--- config.mk ---
export PLATFORM = sky130hd
export DESIGN_NAME = double_ended_queue
export DESIGN_NICKNAME = d
export VERILOG_FILES = /design/src/hdl/deq_pkg.sv /design/src/hdl/double_ended_queue.sv /design/src/hdl/deq_cell.sv /design/src/hdl/deq_chain.sv
export SDC_FILE = /design/constraint.sdc
export NUM_CORES = 1
export LEC_CHECK = 0
export BUFFER_PORTS_ARGS = -buffer_cell sky130_fd_sc_hd__clkbuf_2
export CORE_MARGIN = 2
export CORE_UTILIZATION = 50
export DETAILED_ROUTE_END_ITERATION = 8
export HOLD_SLACK_MARGIN = 0.05
export PLACE_DENSITY = 0.72
export REMOVE_ABC_BUFFERS = 1
export SYNTH_ARGS = -nofsm -noshare
export SYNTH_HDL_FRONTEND = slang
export SYNTH_HIERARCHICAL = 1
export SYNTH_SLANG_ARGS = --single-unit
--- constraint.sdc ---
create_clock -name i_clk -period 6.02 [get_ports i_clk]
set_input_delay 1.505 -clock i_clk [delete_from_list [all_inputs] [get_ports i_clk]]
set_output_delay 1.505 -clock i_clk [all_outputs]
set_load 0.03 [all_outputs]
--- src/hdl/deq_pkg.sv ---
// Package for the double-ended queue: operation and status codes and the
// control structs passed from the top level to the storage chains.
// Depends on nothing.
package deq_pkg;

    localparam int DATA_W   = 32;
    localparam int MODE_W   = 3;
    localparam int STATUS_W = 2;
    localparam int COUNT_W  = 5;

    typedef enum logic [MODE_W-1:0] {
        MODE_PUSH_BACK  = 3'd0,
        MODE_PUSH_FRONT = 3'd1,
        MODE_POP_BACK   = 3'd2,
        MODE_POP_FRONT  = 3'd3,
        MODE_CLEAR      = 3'd4
    } t_mode;

    typedef enum logic [STATUS_W-1:0] {
        ST_OK        = 2'd0,
        ST_UNDERFLOW = 2'd1,
        ST_OVERFLOW  = 2'd2
    } t_status;

    typedef struct packed {
        logic push_head;
        logic pop_head;
        logic write_tail;
    } t_chain_ctrl;

    typedef struct packed {
        logic shift_up;
        logic shift_down;
        logic load;
    } t_cell_ctrl;

endpackage

--- src/hdl/double_ended_queue.sv ---
// Bounded double-ended queue of 32-bit signed words held in two cell chains.
// The result is registered and shown in the cycle after the request is accepted.
// Throughput: one request per cycle; a push shifts one chain and writes the
// other's tail, a pop shifts one chain; a request waits only on a held result.
// Reset: synchronous active-low; count and result valid clear, cells keep data.
module double_ended_queue #(
    parameter int DEPTH = 16
) (
    input  logic                                i_clk,
    input  logic                                i_rst_n,
    input  logic                                i_in_valid,
    output logic                                o_in_ready,
    input  logic [deq_pkg::MODE_W-1:0]          i_mode,
    input  logic signed [deq_pkg::DATA_W-1:0]   i_data_in,
    output logic                                o_out_valid,
    input  logic                                i_out_ready,
    output logic signed [deq_pkg::DATA_W-1:0]   o_data_out,
    output logic [deq_pkg::STATUS_W-1:0]        o_status,
    output logic [deq_pkg::COUNT_W-1:0]         o_count,
    output logic                                o_is_empty
);
    import deq_pkg::*;

    localparam int CNT_W = $clog2(DEPTH + 1);

    // Chain A holds the queue front first, chain B holds it back first.
    logic                      w_accept;
    logic                      w_full;
    logic                      w_empty;
    logic [DATA_W-1:0]         w_head_a;
    logic [DATA_W-1:0]         w_head_b;
    t_chain_ctrl               w_op_a;
    t_chain_ctrl               w_op_b;
    t_chain_ctrl               w_ctrl_a;
    t_chain_ctrl               w_ctrl_b;
    logic [CNT_W-1:0]          r_count;
    logic [CNT_W-1:0]          n_count;
    logic                      r_out_valid;
    logic [DATA_W-1:0]         r_data;
    logic [DATA_W-1:0]         n_data;
    t_status                   r_status;
    t_status                   n_status;
    logic [CNT_W+COUNT_W-1:0]  w_count_ext;

    assign o_in_ready = i_rst_n && (!r_out_valid || i_out_ready);
    assign w_accept   = i_in_valid && o_in_ready;
    assign w_full     = (r_count == CNT_W'(DEPTH));
    assign w_empty    = (r_count == '0);

    always_comb begin
        w_op_a   = '0;
        w_op_b   = '0;
        n_count  = r_count;
        n_data   = '0;
        n_status = ST_OK;
        case (t_mode'(i_mode))
            MODE_PUSH_BACK: begin
                if (w_full) begin
                    n_status = ST_OVERFLOW;
                end else begin
                    w_op_b.push_head  = 1'b1;
                    w_op_a.write_tail = 1'b1;
                    n_count           = r_count + 1'b1;
                end
            end
            MODE_PUSH_FRONT: begin
                if (w_full) begin
                    n_status = ST_OVERFLOW;
                end else begin
                    w_op_a.push_head  = 1'b1;
                    w_op_b.write_tail = 1'b1;
                    n_count           = r_count + 1'b1;
                end
            end
            MODE_POP_BACK: begin
                if (w_empty) begin
                    n_status = ST_UNDERFLOW;
                end else begin
                    w_op_b.pop_head = 1'b1;
                    n_data          = w_head_b;
                    n_count         = r_count - 1'b1;
                end
            end
            MODE_POP_FRONT: begin
                if (w_empty) begin
                    n_status = ST_UNDERFLOW;
                end else begin
                    w_op_a.pop_head = 1'b1;
                    n_data          = w_head_a;
                    n_count         = r_count - 1'b1;
                end
            end
            MODE_CLEAR: begin
                n_count = '0;
            end
            default: begin
                n_count = r_count;
            end
        endcase
    end

    assign w_ctrl_a = w_accept ? w_op_a : '0;
    assign w_ctrl_b = w_accept ? w_op_b : '0;

    deq_chain #(
        .DEPTH (DEPTH)
    ) u_chain_a (
        .i_clk   (i_clk),
        .i_ctrl  (w_ctrl_a),
        .i_data  (i_data_in),
        .i_count (r_count),
        .o_head  (w_head_a)
    );

    deq_chain #(
        .DEPTH (DEPTH)
    ) u_chain_b (
        .i_clk   (i_clk),
        .i_ctrl  (w_ctrl_b),
        .i_data  (i_data_in),
        .i_count (r_count),
        .o_head  (w_head_b)
    );

    always_ff @(posedge i_clk) begin
        if (!i_rst_n) begin
            r_count     <= '0;
            r_out_valid <= 1'b0;
        end else begin
            if (w_accept) begin
                r_count     <= n_count;
                r_out_valid <= 1'b1;
            end else if (i_out_ready) begin
                r_out_valid <= 1'b0;
            end
        end
    end

    always_ff @(posedge i_clk) begin
        if (w_accept) begin
            r_data   <= n_data;
            r_status <= n_status;
        end
    end

    assign w_count_ext = {{COUNT_W{1'b0}}, r_count};

    assign o_out_valid = r_out_valid;
    assign o_data_out  = r_data;
    assign o_status    = r_status;
    assign o_count     = w_count_ext[COUNT_W-1:0];
    assign o_is_empty  = (r_count == '0);

endmodule

--- src/hdl/deq_cell.sv ---
// One storage cell of a deque chain: holds one word and takes it from the
// lower neighbor, the upper neighbor or the tail write port.
// Depends on deq_pkg.
module deq_cell (
    input  logic                       i_clk,
    input  deq_pkg::t_cell_ctrl        i_ctrl,
    input  logic [deq_pkg::DATA_W-1:0] i_from_lower,
    input  logic [deq_pkg::DATA_W-1:0] i_from_upper,
    input  logic [deq_pkg::DATA_W-1:0] i_load_data,
    output logic [deq_pkg::DATA_W-1:0] o_data
);
    import deq_pkg::*;

    logic [DATA_W-1:0] r_data;

    always_ff @(posedge i_clk) begin
        if (i_ctrl.shift_up) begin
            r_data <= i_from_lower;
        end else if (i_ctrl.shift_down) begin
            r_data <= i_from_upper;
        end else if (i_ctrl.load) begin
            r_data <= i_load_data;
        end
    end

    assign o_data = r_data;

endmodule

--- src/hdl/deq_chain.sv ---
// A row of deque cells ordered from one end of the queue: cell zero holds
// the end element, and the element count selects the tail write slot.
// Depends on deq_pkg and deq_cell.
module deq_chain #(
    parameter int DEPTH = 16
) (
    input  logic                           i_clk,
    input  deq_pkg::t_chain_ctrl           i_ctrl,
    input  logic [deq_pkg::DATA_W-1:0]     i_data,
    input  logic [$clog2(DEPTH+1)-1:0]     i_count,
    output logic [deq_pkg::DATA_W-1:0]     o_head
);
    import deq_pkg::*;

    localparam int CNT_W = $clog2(DEPTH + 1);

    logic [DATA_W-1:0] w_data [DEPTH];

    for (genvar g = 0; g < DEPTH; g++) begin : g_cell
        t_cell_ctrl        w_ctrl;
        logic [DATA_W-1:0] w_lower;
        logic [DATA_W-1:0] w_upper;

        assign w_ctrl.shift_up   = i_ctrl.push_head;
        assign w_ctrl.shift_down = i_ctrl.pop_head;
        assign w_ctrl.load       = i_ctrl.write_tail && (i_count == CNT_W'(g));

        if (g == 0) begin : g_first
            assign w_lower = i_data;
        end else begin : g_mid_lower
            assign w_lower = w_data[g-1];
        end

        if (g == DEPTH - 1) begin : g_last
            assign w_upper = '0;
        end else begin : g_mid_upper
            assign w_upper = w_data[g+1];
        end

        deq_cell u_cell (
            .i_clk        (i_clk),
            .i_ctrl       (w_ctrl),
            .i_from_lower (w_lower),
            .i_from_upper (w_upper),
            .i_load_data  (i_data),
            .o_data       (w_data[g])
        );
    end

    assign o_head = w_data[0];

endmodule

==> metrics.cfg <==
[timing]
tns_ns = 0
slew_headroom_pct = 24.8
hold_viol = 0
final.setup_skew_ns = 0.0245
setup_viol = 0
fmax_mhz = 243
worst_hold_slack_ns = 0.533
timing.final.crit_share_pct = 68.4
slew_viol_final = 0
min_period_ns = 4.12
rsz0062_at_grt = false
tightest_slew_ns = 1.13

[global_routing]
grt_pass1_vias = 33488
grt_use_met3_pct = 2.55
met2_usage_pct = 33.8
grt_antenna_before_repair = 2
grt.total_usage_pct = 21.6
grt.busiest_layer = met2
grt_max_degree = 262
grt_overflow = 0
grt_pass1_wl_um = 194000
grt_use_met1_pct = 31.7

[power_and_ir_drop]
powerDensity_mw_per_mm2 = 273
peakVddDrop_uv = 223
p_leak_nw = 16.6

[critical_path]
critical_path.most_common_cell = buf_4
worstPathArrival_ns = 4.45
crit_path_max_incr_delay_ns = 0.74
cp-end-kind = flip-flop
cp_max_fo = 45
cp_num_buf_inv = 3
critPathRequiredTime_ns = 6.36
cp-start-kind = primary input
crit_chain = clkbuf_2, nand2b_1, and3_2, buf_4, and2_4, or3_2, buf_4
cp_top_family = simple AND/OR/NAND/NOR gates
crit_slowest_cell = or3_2
path_class = primary input to flip-flop

[cells_and_area]
fill_cells = 9396
antennaDiodeCount = 0
final_core_util_pct = 53.7
final_nets = 4684
multi_input_area_mm2 = 0.0206
final_common_cell = edfxtp_1
fin_area_mm2 = 0.0593
area_growth_pct = 6.59
post_route_cells_drive_above_1_share_pct = 7.67
mostFrequentLayoutCells = edfxtp_1 (1058), nand2_1 (1030), mux2i_1 (1025)
stdcell_count = 6222
seq_area_mm2 = 0.0319

[min_path]
hold_path_class = flip-flop to flip-flop

[floorplan]
rows = 122
die_area_mm2 = 0.114
die-width_um = 338
core_mm2 = 0.111
start_util_pct = 50.4
io-pin-count = 81
die_h_um = 338

[place]
gp_congestion = 0.786
dp_cells = 6017
numPortBuffers = 80
hpwl_um = 71800
placed_area_mm2 = 0.0558

[drt]
drcViolationCount = 0
ant_nets = 0
via_per_inst = 5.76
first_pass_iters = 5
drt-total-wl_um = 126000
wire_per_inst_um = 20.3
drt_iter0_drc = 4329
vias = 35855

[logic_synthesis]
ys_ff_latch = 1064
ys.flop_type = edfxtp_1
synth_edf_count = 1058
ys.warnings.count = 6
syn_area_per_cell_um2 = 11.9
yosysSeqAreaShare_pct = 57.3
syn_inst = 4665
ys_types = 43
synth_area_mm2 = 0.0557
synthArstFlopShare_pct = 0

[cts]
worstSkewPairLatency_ns = 0.70
cts_tree = built
cts_sinks = 1064
htree_num_levels = 3
ctsHoldBuffers = 0
post_cts_buffers = 0
clkTransAtPathRegs_ns = 0.06
numCtsBuffers = 111
cts_root_buf = clkbuf_16
cts_resized = 0
max-clock-path-buffers = 3

[status]
outcome = finished clean

[job]
drv_cap = 0

[area by class of cell]
class / count / share of cell area (%)
sequential: 1064 / 53.7
multi-input combinational: 3296 / 34.8
clock buffer: 137 / 4.92
tap: 1488 / 3.14
timing repair buffer: 161 / 2.31
clock inverter: 68 / 1.06
inverter: 8 / 0.0548
[synthesized netlist by cell type, types with 2 or more instances]
cell | instances | area [µm²]
a21oi_1 | 2 | 10.0
a22o_1 | 33 | 289
a32o_1 | 2 | 20.0
and2_1 | 4 | 25.0
buf_12 | 96 | 1920
buf_2 | 195 | 976
buf_6 | 35 | 394
clkbuf_1 | 33 | 124
conb_1 | 2 | 7.51
dfxtp_1 | 6 | 120
edfxtp_1 | 1058 | 31800
ha_1 | 3 | 37.5
inv_1 | 5 | 18.8
inv_2 | 2 | 7.51
mux2i_1 | 1025 | 10300
nand2_1 | 1030 | 3870
nand2b_1 | 6 | 37.5
nand4b_1 | 2 | 17.5
nand4bb_1 | 4 | 45.0
nor2_1 | 28 | 105
nor3_1 | 10 | 50.1
nor3_2 | 4 | 40.0
o21ai_0 | 67 | 335
o21ai_1 | 960 | 4800
or3_1 | 32 | 200
or4b_4 | 2 | 27.5
xnor2_1 | 3 | 26.3
[routing by layer]
metal,share of wire [%],vias up,routed length [µm]
met2,46,1024,58400
met1,46,17666,57500
met3,5.9,151,7430
met4,2.1,2,2670
li1,-,17012,-
met5,0.0079,-,10
[power by group]
part           total, mW  switching (mW)  internal (mW)
Combinational      0.976           0.640          0.336
Sequential          8.41          0.0731           8.34
Clock               6.78            2.92           3.87
Total               16.2            3.63           12.5
[cell families after synthesis]
family | after synthesis | synth area share [%]
muxes | 1025 | 18.4
DFF | 1064 | 57.3
adders and majority gates | 4 | 0.0876
AOI/OAI and AO/OA | 1072 | 9.91
and+or+nand+nor | 1127 | 8.02
other | 2 | 0.0135
buffers and inverters | 367 | 6.19
xor gates and xnor gates | 4 | 0.0629
[sequential cells by signal, indices dropped and copies added (netlist names)]
name,flops
u_chain_a/g_cell.u_cell/o_data,512
o_out_valid,1
o_count,5
u_chain_b/g_cell.u_cell/o_data,512
o_status,2
o_data_out,32
[path summary, 6_finish.rpt]
kind / slack [ns] / start / cells after the start / end
worst min-delay path: 0.53 / o_out_valid$_SDFFE_PN0P_ / 2 / o_out_valid$_SDFFE_PN0P_
worst max-delay path: 1.90 / i_out_ready / 7 / u_chain_b/g_cell[9].u_cell/o_data[28]$_DFFE_PP_
worst max register to register: 2.25 / o_count[0]$_SDFFE_PN0P_ / 7 / u_chain_a/g_cell[5].u_cell/o_data[13]$_DFFE_PP_
worst min register to register: 0.53 / o_out_valid$_SDFFE_PN0P_ / 2 / o_out_valid$_SDFFE_PN0P_
[per-stage QoR]
step	total power [mW]	setup WS [ns]
after global placement	9.50	1.24
after CTS	16.3	1.97
after global routing	16.7	1.83
after detailed placement	9.54	1.23
after floorplan	9.58	-32.66
final	16.2	1.90
[tightest hold or removal path, delay by kind of cell (launching register included)]
kind            cells  cell delay [ns]
simple gates        1             0.09
flops               1             0.31
compound gates      1             0.08
(Power assumes the default switching activity.)
